==> config.mk <==
export PLATFORM = sky130hd
export DESIGN_NAME = multi_queue_linked_buffer
export DESIGN_NICKNAME = d
export VERILOG_FILES = /design/src/hdl/mqlb_pkg.sv /design/src/hdl/mqlb_node_ram.sv /design/src/hdl/multi_queue_linked_buffer.sv
export SDC_FILE = /design/constraint.sdc
export NUM_CORES = 2
export LEC_CHECK = 0
export BUFFER_PORTS_ARGS = -buffer_cell sky130_fd_sc_hd__buf_2
export CAP_MARGIN = 20
export CORE_ASPECT_RATIO = 0.7
export CORE_MARGIN = 5
export CORE_UTILIZATION = 40
export CTS_BUF_LIST = sky130_fd_sc_hd__clkbuf_8
export CTS_CLUSTER_SIZE = 10
export DETAILED_ROUTE_END_ITERATION = 7
export SYNTH_ARGS = -nofsm -noshare
export SYNTH_HDL_FRONTEND = slang
export SYNTH_HIERARCHICAL = 1
export SYNTH_SLANG_ARGS = --single-unit
==> constraint.sdc <==
create_clock -name clk_i -period 5.8 [get_ports clk_i]
set_clock_uncertainty 0.2 [all_clocks]
set_input_delay 0.29 -clock clk_i [delete_from_list [all_inputs] [get_ports clk_i]]
set_output_delay 0.29 -clock clk_i [all_outputs]
set_load 0.02 [all_outputs]
==> src/hdl/mqlb_pkg.sv <==
// Shared types and constants for the multi-queue linked buffer.
package mqlb_pkg;

  // Fixed field widths of the stream payload
  localparam int KEY_W    = 32;
  localparam int QIDX_W   = 4;
  localparam int STATUS_W = 2;
  localparam int IN_USER_W = 1 + QIDX_W;

  // Command carried in tuser
  typedef enum logic {
    CMD_ENQ = 1'b0,
    CMD_DEQ = 1'b1
  } cmd_e;

  // Result status carried in tuser
  typedef enum logic [STATUS_W-1:0] {
    ST_OK    = 2'd0,
    ST_EMPTY = 2'd1,
    ST_FULL  = 2'd2,
    ST_BADQ  = 2'd3
  } status_e;

  // Sequencer states
  typedef enum logic {
    S_IDLE = 1'b0,
    S_EXEC = 1'b1
  } state_e;

  // Node memory strobes
  typedef struct packed {
    logic rd_en;
    logic key_we;
    logic next_we;
  } ram_ctl_t;

endpackage

==> src/hdl/mqlb_node_ram.sv <==
// Node pool storage: key and next-pointer memories, one read and one write port each.
module mqlb_node_ram #(
  parameter int NODES = 64,
  parameter int AW    = 6
) (
  input  logic                   clk_i,
  input  mqlb_pkg::ram_ctl_t     ctl_i,
  input  logic [AW-1:0]          rd_addr_i,
  input  logic [AW-1:0]          key_addr_i,
  input  logic [mqlb_pkg::KEY_W-1:0] key_data_i,
  input  logic [AW-1:0]          next_addr_i,
  input  logic [AW-1:0]          next_data_i,
  output logic [mqlb_pkg::KEY_W-1:0] rd_key_o,
  output logic [AW-1:0]          rd_next_o
);
  import mqlb_pkg::*;

  logic [KEY_W-1:0] key_mem [NODES];
  logic [AW-1:0]    next_mem [NODES];

  // key memory
  always_ff @(posedge clk_i) begin
    if (ctl_i.key_we) begin
      key_mem[key_addr_i] <= key_data_i;
    end
    if (ctl_i.rd_en) begin
      rd_key_o <= key_mem[rd_addr_i];
    end
  end

  // next-pointer memory
  always_ff @(posedge clk_i) begin
    if (ctl_i.next_we) begin
      next_mem[next_addr_i] <= next_data_i;
    end
    if (ctl_i.rd_en) begin
      rd_next_o <= next_mem[rd_addr_i];
    end
  end

endmodule

==> src/hdl/multi_queue_linked_buffer.sv <==
// Multi-queue linked buffer: QUEUES FIFO queues sharing one pool of NODES linked nodes.
// Each input transfer is an enqueue or a dequeue naming a queue; each gives exactly one
// result transfer (key_out, status). In the accept state (S_IDLE) the node memory is
// read (free-list head for an enqueue, queue head for a dequeue); in the execute state
// (S_EXEC) the read data is used, the node memory and queue pointers are written and
// the result is loaded into the output register. A new item is taken while a result
// waits in the output register; the block holds in its execute state only if the
// previous result is still untaken. No clearing pass is needed after reset.
module multi_queue_linked_buffer #(
  parameter int QUEUES = 10,
  parameter int NODES  = 64
) (
  input  logic                               clk_i,
  input  logic                               rst_ni,
  // input stream
  input  logic                               s_axis_tvalid,
  output logic                               s_axis_tready,
  input  logic [mqlb_pkg::KEY_W-1:0]         s_axis_tdata,  // [31:0] key_in
  input  logic [mqlb_pkg::IN_USER_W-1:0]     s_axis_tuser,  // [0] cmd, [4:1] queue_index
  // result stream
  output logic                               m_axis_tvalid,
  input  logic                               m_axis_tready,
  output logic [mqlb_pkg::KEY_W-1:0]         m_axis_tdata,  // [31:0] key_out
  output logic [mqlb_pkg::STATUS_W-1:0]      m_axis_tuser   // [1:0] status
);
  import mqlb_pkg::*;

  localparam int NW  = (NODES > 1) ? $clog2(NODES) : 1;
  localparam int CW  = $clog2(NODES + 1);
  localparam int QIW = (QUEUES > 1) ? $clog2(QUEUES) : 1;

  // sequencer and latched item
  state_e            state_q, state_d;
  cmd_e              cmd_q;
  logic [QIDX_W-1:0] q_q;
  logic              qok_q;
  logic [KEY_W-1:0]  key_q;

  // queue table
  logic [NW-1:0] head_q [QUEUES];
  logic [NW-1:0] tail_q [QUEUES];
  logic [QUEUES-1:0] nonempty_q;

  // pool bookkeeping
  logic [NW-1:0] free_head_q;
  logic [CW-1:0] free_count_q;
  logic [CW-1:0] fresh_mark_q;

  // output register
  logic             out_valid_q;
  logic [KEY_W-1:0] out_key_q;
  status_e          out_status_q;

  // node memory hookup
  ram_ctl_t         ram_ctl;
  logic [NW-1:0]    rd_addr;
  logic [NW-1:0]    key_waddr;
  logic [NW-1:0]    next_waddr;
  logic [NW-1:0]    next_wdata;
  logic [KEY_W-1:0] rd_key;
  logic [NW-1:0]    rd_next;

  // input decode
  logic              accept;
  cmd_e              in_cmd;
  logic [QIDX_W-1:0] in_q;
  logic              in_qok;

  assign accept = s_axis_tvalid && s_axis_tready;
  assign in_cmd = cmd_e'(s_axis_tuser[0]);
  assign in_q   = s_axis_tuser[QIDX_W:1];
  assign in_qok = ({1'b0, in_q} < (QIDX_W + 1)'(QUEUES));

  assign s_axis_tready = (state_q == S_IDLE);

  // read address: queue head for a dequeue, free-list head otherwise
  always_comb begin
    if (in_cmd == CMD_DEQ && in_qok) begin
      rd_addr = head_q[in_q[QIW-1:0]];
    end else begin
      rd_addr = free_head_q;
    end
  end

  // execute stage
  logic [QIW-1:0]  qi;
  logic            fire;
  status_e         res_status;
  logic [KEY_W-1:0] res_key;
  logic [NW-1:0]   alloc_node;
  logic [NW-1:0]   deq_node;
  logic            use_free;
  logic            q_set_head, q_set_tail, q_ne_we, q_ne_val;
  logic [NW-1:0]   q_head_val;
  logic            pool_pop_free, pool_pop_fresh, pool_push;

  assign qi       = q_q[QIW-1:0];
  assign fire     = (state_q == S_EXEC) && (!out_valid_q || m_axis_tready);
  assign deq_node = head_q[qi];
  assign use_free = (free_count_q != '0);

  always_comb begin
    res_status     = ST_OK;
    res_key        = '0;
    alloc_node     = free_head_q;
    q_set_head     = 1'b0;
    q_set_tail     = 1'b0;
    q_ne_we        = 1'b0;
    q_ne_val       = 1'b0;
    q_head_val     = rd_next;
    pool_pop_free  = 1'b0;
    pool_pop_fresh = 1'b0;
    pool_push      = 1'b0;
    ram_ctl        = '0;
    key_waddr      = free_head_q;
    next_waddr     = free_head_q;
    next_wdata     = free_head_q;
    ram_ctl.rd_en  = accept;

    if (!qok_q) begin
      res_status = ST_BADQ;
    end else if (cmd_q == CMD_ENQ) begin
      // pick a node: recycled list first, then the fresh watermark
      if (use_free) begin
        alloc_node    = free_head_q;
        pool_pop_free = 1'b1;
      end else if (fresh_mark_q < CW'(NODES)) begin
        alloc_node     = fresh_mark_q[NW-1:0];
        pool_pop_fresh = 1'b1;
      end else begin
        res_status = ST_FULL;
      end
      if (res_status == ST_OK) begin
        ram_ctl.key_we = 1'b1;
        key_waddr      = alloc_node;
        q_set_tail     = 1'b1;
        if (nonempty_q[qi]) begin
          // link behind the current tail
          ram_ctl.next_we = 1'b1;
          next_waddr      = tail_q[qi];
          next_wdata      = alloc_node;
        end else begin
          q_set_head = 1'b1;
          q_head_val = alloc_node;
          q_ne_we    = 1'b1;
          q_ne_val   = 1'b1;
        end
      end
    end else begin
      if (!nonempty_q[qi]) begin
        res_status = ST_EMPTY;
      end else begin
        res_key = rd_key;
        if (deq_node == tail_q[qi]) begin
          q_ne_we = 1'b1;
        end else begin
          q_set_head = 1'b1;
          q_head_val = rd_next;
        end
        // push the node onto the recycled list
        ram_ctl.next_we = 1'b1;
        next_waddr      = deq_node;
        next_wdata      = free_head_q;
        pool_push       = 1'b1;
      end
    end

    if (!fire) begin
      ram_ctl.key_we  = 1'b0;
      ram_ctl.next_we = 1'b0;
    end
  end

  // sequencer
  always_comb begin
    state_d = state_q;
    unique case (state_q)
      S_IDLE: if (accept) state_d = S_EXEC;
      S_EXEC: if (fire) state_d = S_IDLE;
      default: state_d = S_IDLE;
    endcase
  end

  always_ff @(posedge clk_i or negedge rst_ni) begin
    if (!rst_ni) begin
      state_q <= S_IDLE;
    end else begin
      state_q <= state_d;
    end
  end

  // item latch
  always_ff @(posedge clk_i) begin
    if (accept) begin
      cmd_q <= in_cmd;
      q_q   <= in_q;
      qok_q <= in_qok;
      key_q <= s_axis_tdata;
    end
  end

  // queue pointers (no reset, guarded by nonempty)
  always_ff @(posedge clk_i) begin
    if (fire && q_set_head) begin
      head_q[qi] <= q_head_val;
    end
    if (fire && q_set_tail) begin
      tail_q[qi] <= alloc_node;
    end
  end

  // queue occupancy and pool bookkeeping
  always_ff @(posedge clk_i or negedge rst_ni) begin
    if (!rst_ni) begin
      nonempty_q   <= '0;
      free_head_q  <= '0;
      free_count_q <= '0;
      fresh_mark_q <= '0;
    end else if (fire) begin
      if (q_ne_we) begin
        nonempty_q[qi] <= q_ne_val;
      end
      if (pool_pop_free) begin
        free_head_q  <= rd_next;
        free_count_q <= free_count_q - 1'b1;
      end
      if (pool_pop_fresh) begin
        fresh_mark_q <= fresh_mark_q + 1'b1;
      end
      if (pool_push) begin
        free_head_q  <= deq_node;
        free_count_q <= free_count_q + 1'b1;
      end
    end
  end

  // output register
  always_ff @(posedge clk_i or negedge rst_ni) begin
    if (!rst_ni) begin
      out_valid_q <= 1'b0;
    end else if (fire) begin
      out_valid_q <= 1'b1;
    end else if (m_axis_tready) begin
      out_valid_q <= 1'b0;
    end
  end

  always_ff @(posedge clk_i) begin
    if (fire) begin
      out_key_q    <= res_key;
      out_status_q <= res_status;
    end
  end

  assign m_axis_tvalid = out_valid_q;
  assign m_axis_tdata  = out_key_q;
  assign m_axis_tuser  = out_status_q;

  mqlb_node_ram #(
    .NODES(NODES),
    .AW   (NW)
  ) u_node_ram (
    .clk_i      (clk_i),
    .ctl_i      (ram_ctl),
    .rd_addr_i  (rd_addr),
    .key_addr_i (key_waddr),
    .key_data_i (key_q),
    .next_addr_i(next_waddr),
    .next_data_i(next_wdata),
    .rd_key_o   (rd_key),
    .rd_next_o  (rd_next)
  );

  // the recycled list never holds more nodes than were ever handed out
  assert property (@(posedge clk_i) disable iff (!rst_ni) free_count_q <= fresh_mark_q)
    else $error("free list larger than allocated nodes");

  // the watermark never passes the pool size
  assert property (@(posedge clk_i) disable iff (!rst_ni) fresh_mark_q <= CW'(NODES))
    else $error("fresh watermark beyond pool");

  // no input is taken while an item is still in its execute state
  assert property (@(posedge clk_i) disable iff (!rst_ni)
    (state_q == S_EXEC) |-> !accept)
    else $error("input accepted during execute");

  // a result is loaded only when the output register can take it
  assert property (@(posedge clk_i) disable iff (!rst_ni)
    (out_valid_q && !m_axis_tready) |-> !fire)
    else $error("result overwrote a pending transfer");

endmodule
=== Yosys cells after proc, flatten, opt, wreduce, memory -nomap -nowiden ===
Memory sizes are Yosys's and may differ from the RTL's. A register that Yosys moved wholly into a read port is not among the register bits.
Cells that the tools add are included.

* Word-level logic and storage cells: 122
* Input bits: 41
* Bits in registers: 104
* Memory bits (writable): 2552
* Memories kept: 4
* Output and inout port bits: 36

{| class="wikitable"
|+ Memories
! name !! words !! bits a word !! rd ports !! clocked after Yosys merged registers in !! write ports !! line !! text
|-
| u_node_ram.key_mem || 64 || 32 || 1 || 1 || 1 || mqlb_node_ram.sv:18 || <nowiki>logic [KEY_W-1:0] key_mem [NODES];</nowiki>
|-
| u_node_ram.next_mem || 64 || 6 || 1 || 1 || 1 || mqlb_node_ram.sv:19 || <nowiki>logic [AW-1:0] next_mem [NODES];</nowiki>
|-
| head_q || 10 || 6 || 2 || 1 || 1 || multi_queue_linked_buffer.sv:40 || <nowiki>logic [NW-1:0] head_q [QUEUES];</nowiki>
|-
| tail_q || 10 || 6 || 1 || 1 || 1 || multi_queue_linked_buffer.sv:41 || <nowiki>logic [NW-1:0] tail_q [QUEUES];</nowiki>
|}

* Equal/unequal tests: 1
* Order comparisons: 4
* Bitwise logic cells: 1
* Reduce and logical (&&, ||, !) cells: 16
* Multiplexer cells: 81
* Add/sub/neg operators: 3

{| class="wikitable"
|+ Operators by type and width
! cell !! count
|-
| 2-to-1 mux 6 bit || 23
|-
| 2-to-1 mux 1 bit || 42
|-
| 2-to-1 mux 2 bit || 8
|-
| adder 7 x 1 -> 7 bit (second input constant) || 2
|-
| 2-to-1 mux 7 bit || 2
|-
| bitwise mux 10 bit || 1
|-
| 2-to-1 mux 4 bit || 2
|-
| less-than comparator 7 bit (second input constant) || 1
|-
| nonzero test 7 bit || 1
|-
| subtractor 7 x 1 -> 7 bit (second input constant) || 1
|-
| equality test 6 bit || 1
|-
| logical AND 1 bit || 6
|-
| AND reduction 2 bit || 3
|-
| less-than comparator 4 x 5 -> 1 bit (second input constant) || 1
|-
| binary-select mux 1 bit (select 4 bit) || 1
|-
| demux 1 bit (select 4 bit) || 1
|-
| >= comparator 4 x 1 -> 1 bit (second input constant) || 1
|-
| less-than comparator 4 bit (second input constant) || 1
|-
| nonzero test 2 bit || 2
|-
| AND reduction 3 bit || 1
|-
| logical NOT 2 bit || 1
|-
| case mux 1 bit (2 select lines) || 1
|-
| logical NOT 1 bit || 1
|-
| logical OR 1 bit || 1
|-
| NOT 1 bit || 1
|}

=== Longest topological paths before layout ===
* Depth in word-level cells: 12
* Gate-level depth with buffers: 17
* Depth with buffers taken out: 13

=== By module ===
Netlist, hierarchy kept.

{| class="wikitable"
|+ By module, submodules not included
! module !! seq. area each (um2) !! cells each !! area an instance (um2) !! times used
|-
| mqlb_node_ram || 74171.1 || 4093 || 93851.3 || 1
|-
| multi_queue_linked_buffer || 6646.4 || 714 || 10283.6 || 1
|}

=== Worst setup path after synthesis ===
Ideal clock, no wire load.

* Kind: register -> register
* From: register free_count_q[2]
* To: memory u_node_ram.key_mem[16][0] (enable)
* Arrival time: 4.174 ns
* Clock period less this slack: 4.795 ns
* Stages on the path, launching flop included: 12
* Required time: 5.179 ns
* Buffers on the path: 3
* Library setup time: 0.421 ns
* Slack: 1.005 ns
* Cells stage by stage: dfrtp_1 > nor4_1 > nand2_1 > nor2_2 > inv_1 > nor2_1 > buf_2 > mux2_2 > clkbuf_1 > or3b_2 > clkbuf_1 > nor2_1

* Elaborated cells on any way between the ends: 15
* Classes of those cells: mux (13); reduce/logical (2)

{| class="wikitable"
|+ RTL lines
! what !! line !! text
|-
| start, declared || multi_queue_linked_buffer.sv:46 || <nowiki>logic [CW-1:0] free_count_q;</nowiki>
|-
| start signal, assigned || multi_queue_linked_buffer.sv:225 || <nowiki>free_count_q <= free_count_q - 1'b1;</nowiki>
|-
| start signal, assigned || multi_queue_linked_buffer.sv:232 || <nowiki>free_count_q <= free_count_q + 1'b1;</nowiki>
|-
| nonzero test 7 bit * || multi_queue_linked_buffer.sv:100 || <nowiki>assign use_free = (free_count_q != '0);</nowiki>
|-
| 2-to-1 mux 2 bit || multi_queue_linked_buffer.sv:124 || <nowiki>if (use_free) begin</nowiki>
|-
| 2-to-1 mux 2 bit || multi_queue_linked_buffer.sv:122 || <nowiki>end else if (cmd_q == CMD_ENQ) begin</nowiki>
|-
| 2-to-1 mux 2 bit || multi_queue_linked_buffer.sv:120 || <nowiki>if (!qok_q) begin</nowiki>
|-
| logical NOT 2 bit || multi_queue_linked_buffer.sv:133 || <nowiki>if (res_status == ST_OK) begin</nowiki>
|-
| 2-to-1 mux 6 bit * || multi_queue_linked_buffer.sv:133 ||
|-
| 2-to-1 mux 6 bit * || multi_queue_linked_buffer.sv:122 ||
|-
| 2-to-1 mux 6 bit * || multi_queue_linked_buffer.sv:120 ||
|-
| via key_waddr[3] || multi_queue_linked_buffer.sv:57 || <nowiki>logic [NW-1:0] key_waddr;</nowiki>
|-
| end, declared || mqlb_node_ram.sv:18 ||
|}

The timed path passes the listed nets; every way through them passes the cells marked *. The select of a mux whose other input is x is not followed.

=== Final worst setup path ===
* From: input s_axis_tuser[1] (netlist name)
* To: register u_node_ram/rd_key_o[13] (netlist name) (read register of u_node_ram.key_mem) (data pin)

* Cells in the longest elaborated chain, start to end: 3
* Elaborated cells on any way between the ends: 4
* Classes of those cells: order compare (1); mux (1); reduce/logical (1); memory (1)

{| class="wikitable"
|+ RTL lines
! what !! line !! text
|-
| start, declared || multi_queue_linked_buffer.sv:19 || <nowiki>input logic [mqlb_pkg::IN_USER_W-1:0] s_axis_tuser,</nowiki>
|-
| less-than comparator 4 bit || multi_queue_linked_buffer.sv:72 || <nowiki>assign in_qok = ({1'b0, in_q} < (QIDX_W + 1)'(QUEUES));</nowiki>
|-
| logical AND 1 bit || multi_queue_linked_buffer.sv:78 || <nowiki>if (in_cmd == CMD_DEQ && in_qok) begin</nowiki>
|-
| 2-to-1 mux 6 bit * || multi_queue_linked_buffer.sv:78 ||
|-
| via rd_addr[0] || multi_queue_linked_buffer.sv:56 || <nowiki>logic [NW-1:0] rd_addr;</nowiki>
|-
| end, declared || mqlb_node_ram.sv:13 || <nowiki>output logic [mqlb_pkg::KEY_W-1:0] rd_key_o,</nowiki>
|}

The timed path passes the listed nets; every way through them passes the cells marked *.
A chain may end at the register's enable or synchronous reset.

==> run metrics <==
outcome finished, final reports clean; Slew @ Worst Pin 1.10 ns; pin count of the biggest net entering global routing 86; crit path capture type flop; vias 52900; Pins Over Slew Limit 0; DR vias/cell 5.80; Final Cycle Share 0.875; post-synthesis simple-gate area fraction 0.0218; vias in the first global route 51800; RSZ-0062 raised after global routing no; clk_lat worst skew 0.97 ns; post-synth design cell area 0.104 mm2; Die ar. 0.271 mm2; port buffer count 76; critical path launch point type input port; first-pass GRT wire length 401000 um; cells after synthesis 4807; main combinational cell family by area after synthesis multiplexers; Fmax achieved 0.197 GHz; Place WS 0.306 ns; share of post-route cells with drive strength above 1 0.293; Req. time, crit path 6.31 ns; Final #Nets 5408; Avg WL per Cell 31.2 um; CTS sink count 2698; Top FF cell, synth edfxtp_1; CTS resizes 0; Post-Route WL 284000 um; commonest non-fill, non-tap cell in the layout edfxtp_1; Setup TNS 0 ns; final instance area 0.119 mm2; Distinct cells, synth 66; CP Max Fanout 26; Worst Hold Class input port to flop; CTS buffer count 389; FP Rows 156; Routed Antenna Nets 0; post-layout util 0.458; Async S/R FF share, synth 0.0119; initial antenna violation count 15; placed inst area 0.111 mm2; relative slew slack 0.267; Filler cells 21500; Worst Path Arrival 5.59 ns; Leak 37.2 nW; Total GRT Usage 0.207; setup violators final 0; DP HPWL 168000 um; final worst slack 0.724 ns; Tmin final 5.08 ns; Clock transition at path regs 0.07 ns; flops & latches, synth 2698; TritonCTS clock tree built; Setup Buffers After CTS 0; average size of a mapped cell 21.7 um2; Initial Util 0.403; syn nets 4856; initial DRC count 7279; CTS Root Cell clkbuf_8; DR DRC count 0; P&R area growth vs syn 13.9%; H-tree depth 5; post-synthesis mux area share 0.154; Synth Area in Compound Gates 0.0308; synth warn 6; First-pass DRT Iterations 6; die width 620 um; GRT Residual Overflow 0; Final Hold Fails 0; commonest cells after routing, fill and taps aside edfxtp_1, mux4_2, clkbuf_8, buf_4, o22ai_1; num ports 77; CTS max path bufs 4; Synth Area in XOR/XNOR 0.00151; EDFF count, synth 2662; core area 0.259 mm2; power density cells 411 mW/mm2; Die Y-Extent 437 um; sequential area share after synthesis 0.776; Synth Area in Adders 0.00103; final RePlAce weighted congestion 0.839; Peak supply drop 0.244 mV; kind of critical path input port to flop; max-cap viol count 0
[timing repair]
| action | in CTS | in global routing |
|---|---|---|
| endpoints found under the hold margin | 92 | 0 |
| hold buffers | 78 | 0 |
| endpoints found under the setup margin | 0 | 0 |
[path summary, 6_finish.rpt]
kind,from,end,slack [ns],cells after the start
worst max-delay path,s_axis_tuser[1],u_node_ram/rd_key_o[13],0.72,16
worst max register to register,free_count_q[2],u_node_ram/key_mem[44][13],0.76,11
worst min register to register,free_count_q[6],free_count_q[6],0.28,1
max in group asynchronous,rst_ni,fresh_mark_q[0],4.99,4
min in group asynchronous,rst_ni,nonempty_q[9],0.21,4
worst min-delay path,s_axis_tuser[2],flop,0.12,3
[critical path, stage by stage]
cell           delay, ns
dlygate4sd3_1       0.52
buf_2               0.56
mux4_2              0.35
nor2b_1             0.05
nor3_1              0.27
a21oi_1             0.12
o21ai_4             0.71
buf_12              0.26
buf_4               0.24
mux4_2              0.51
nand2b_1            0.11
a31oi_1             0.31
a21oi_1             0.82
buf_4               0.24
a211oi_1            0.04
buf_4               0.15
[kinds of logic (layout without fill, tap and decap cells)]
group / after synthesis / in the layout
multiplexers: 850 / 850
adder cells (fa/ha/maj): 8 / 8
buffers and inverters: 280 / 1115
AO/OA/AOI/OAI: 476 / 476
XOR/XNOR: 18 / 18
AND/OR/NAND/NOR: 477 / 477
flip-flops: 2698 / 2698
other: 0 / 6
[area by class of cell]
cell class | count | area (um2) | share of cell area
Multi-Input combinational cell | 1829 | 22500 | 0.189
Sequential cell | 2698 | 80800 | 0.682
Inverter | 8 | 30.0 | 0.000253
Antenna cell | 6 | 15.0 | 0.000127
Timing Repair Buffer | 433 | 3860 | 0.0326
Tap cell | 3476 | 4350 | 0.0367
Clock inverter | 271 | 1480 | 0.0125
Clock buffer | 403 | 5550 | 0.0468
[state kept, by name, summed over array words and instances (netlist names), 7 cells and up, named ones only]
register / flops
fresh_mark_q: 7
u_node_ram/next_mem: 384
u_node_ram/key_mem: 2048
nonempty_q: 10
m_axis_tdata: 32
free_count_q: 7
tail_q: 60
head_q: 60
key_q: 32
u_node_ram/rd_key_o: 32
[per-layer routing]
metal  vias up  wire [um]  GRT usage
met2      2780     121000      0.288
met3       330      32400     0.0556
met1     28400     126000      0.327
met5         -         17          0
met4         2       4650     0.0400
li1      21400          -          -
[per-stage QoR]
| step | hold WS (ns) | power, mW | std cells |
|---|---|---|---|
| floorplan | -0.206 | 30.0 | 4807 |
| global placement | 0.222 | 34.7 | 8363 |
| detailed placement | 0.237 | 34.8 | 8365 |
| CTS | 0.0299 | 49.0 | 9117 |
| global route | 0.0825 | 50.6 | 9120 |
| finish | 0.123 | 48.7 | 9124 |
[where the power goes]
part           internal [mW]  switching (mW)  total, mW
clock                   7.03            7.15       14.2
sequential              22.5           0.338       22.8
combinational           4.57            7.18       11.8
[cells in the mapped netlist (11+ instances only)]
library cell | count | area [um2]
edfxtp_1 | 2662 | 79900
mux4_2 | 589 | 13300
nor2_1 | 208 | 781
o22ai_1 | 165 | 1030
mux2_2 | 130 | 1460
mux2i_1 | 126 | 1260
clkbuf_1 | 105 | 394
a21oi_1 | 87 | 435
nand2_1 | 73 | 274
buf_2 | 66 | 330
buf_4 | 57 | 428
o21ai_0 | 48 | 240
and2_1 | 40 | 250
o221ai_1 | 36 | 315
nor4_1 | 33 | 206
dfrtp_1 | 32 | 801
a221oi_1 | 31 | 272
nor2b_1 | 25 | 156
o22a_1 | 24 | 210
nand2b_1 | 23 | 144
buf_6 | 22 | 248
buf_1 | 21 | 78.8
a22oi_1 | 17 | 128
nand3_1 | 17 | 85.1
nor3_1 | 15 | 75.1
xnor2_1 | 11 | 96.3
Note: power is estimated with default switching activity, not from simulation.
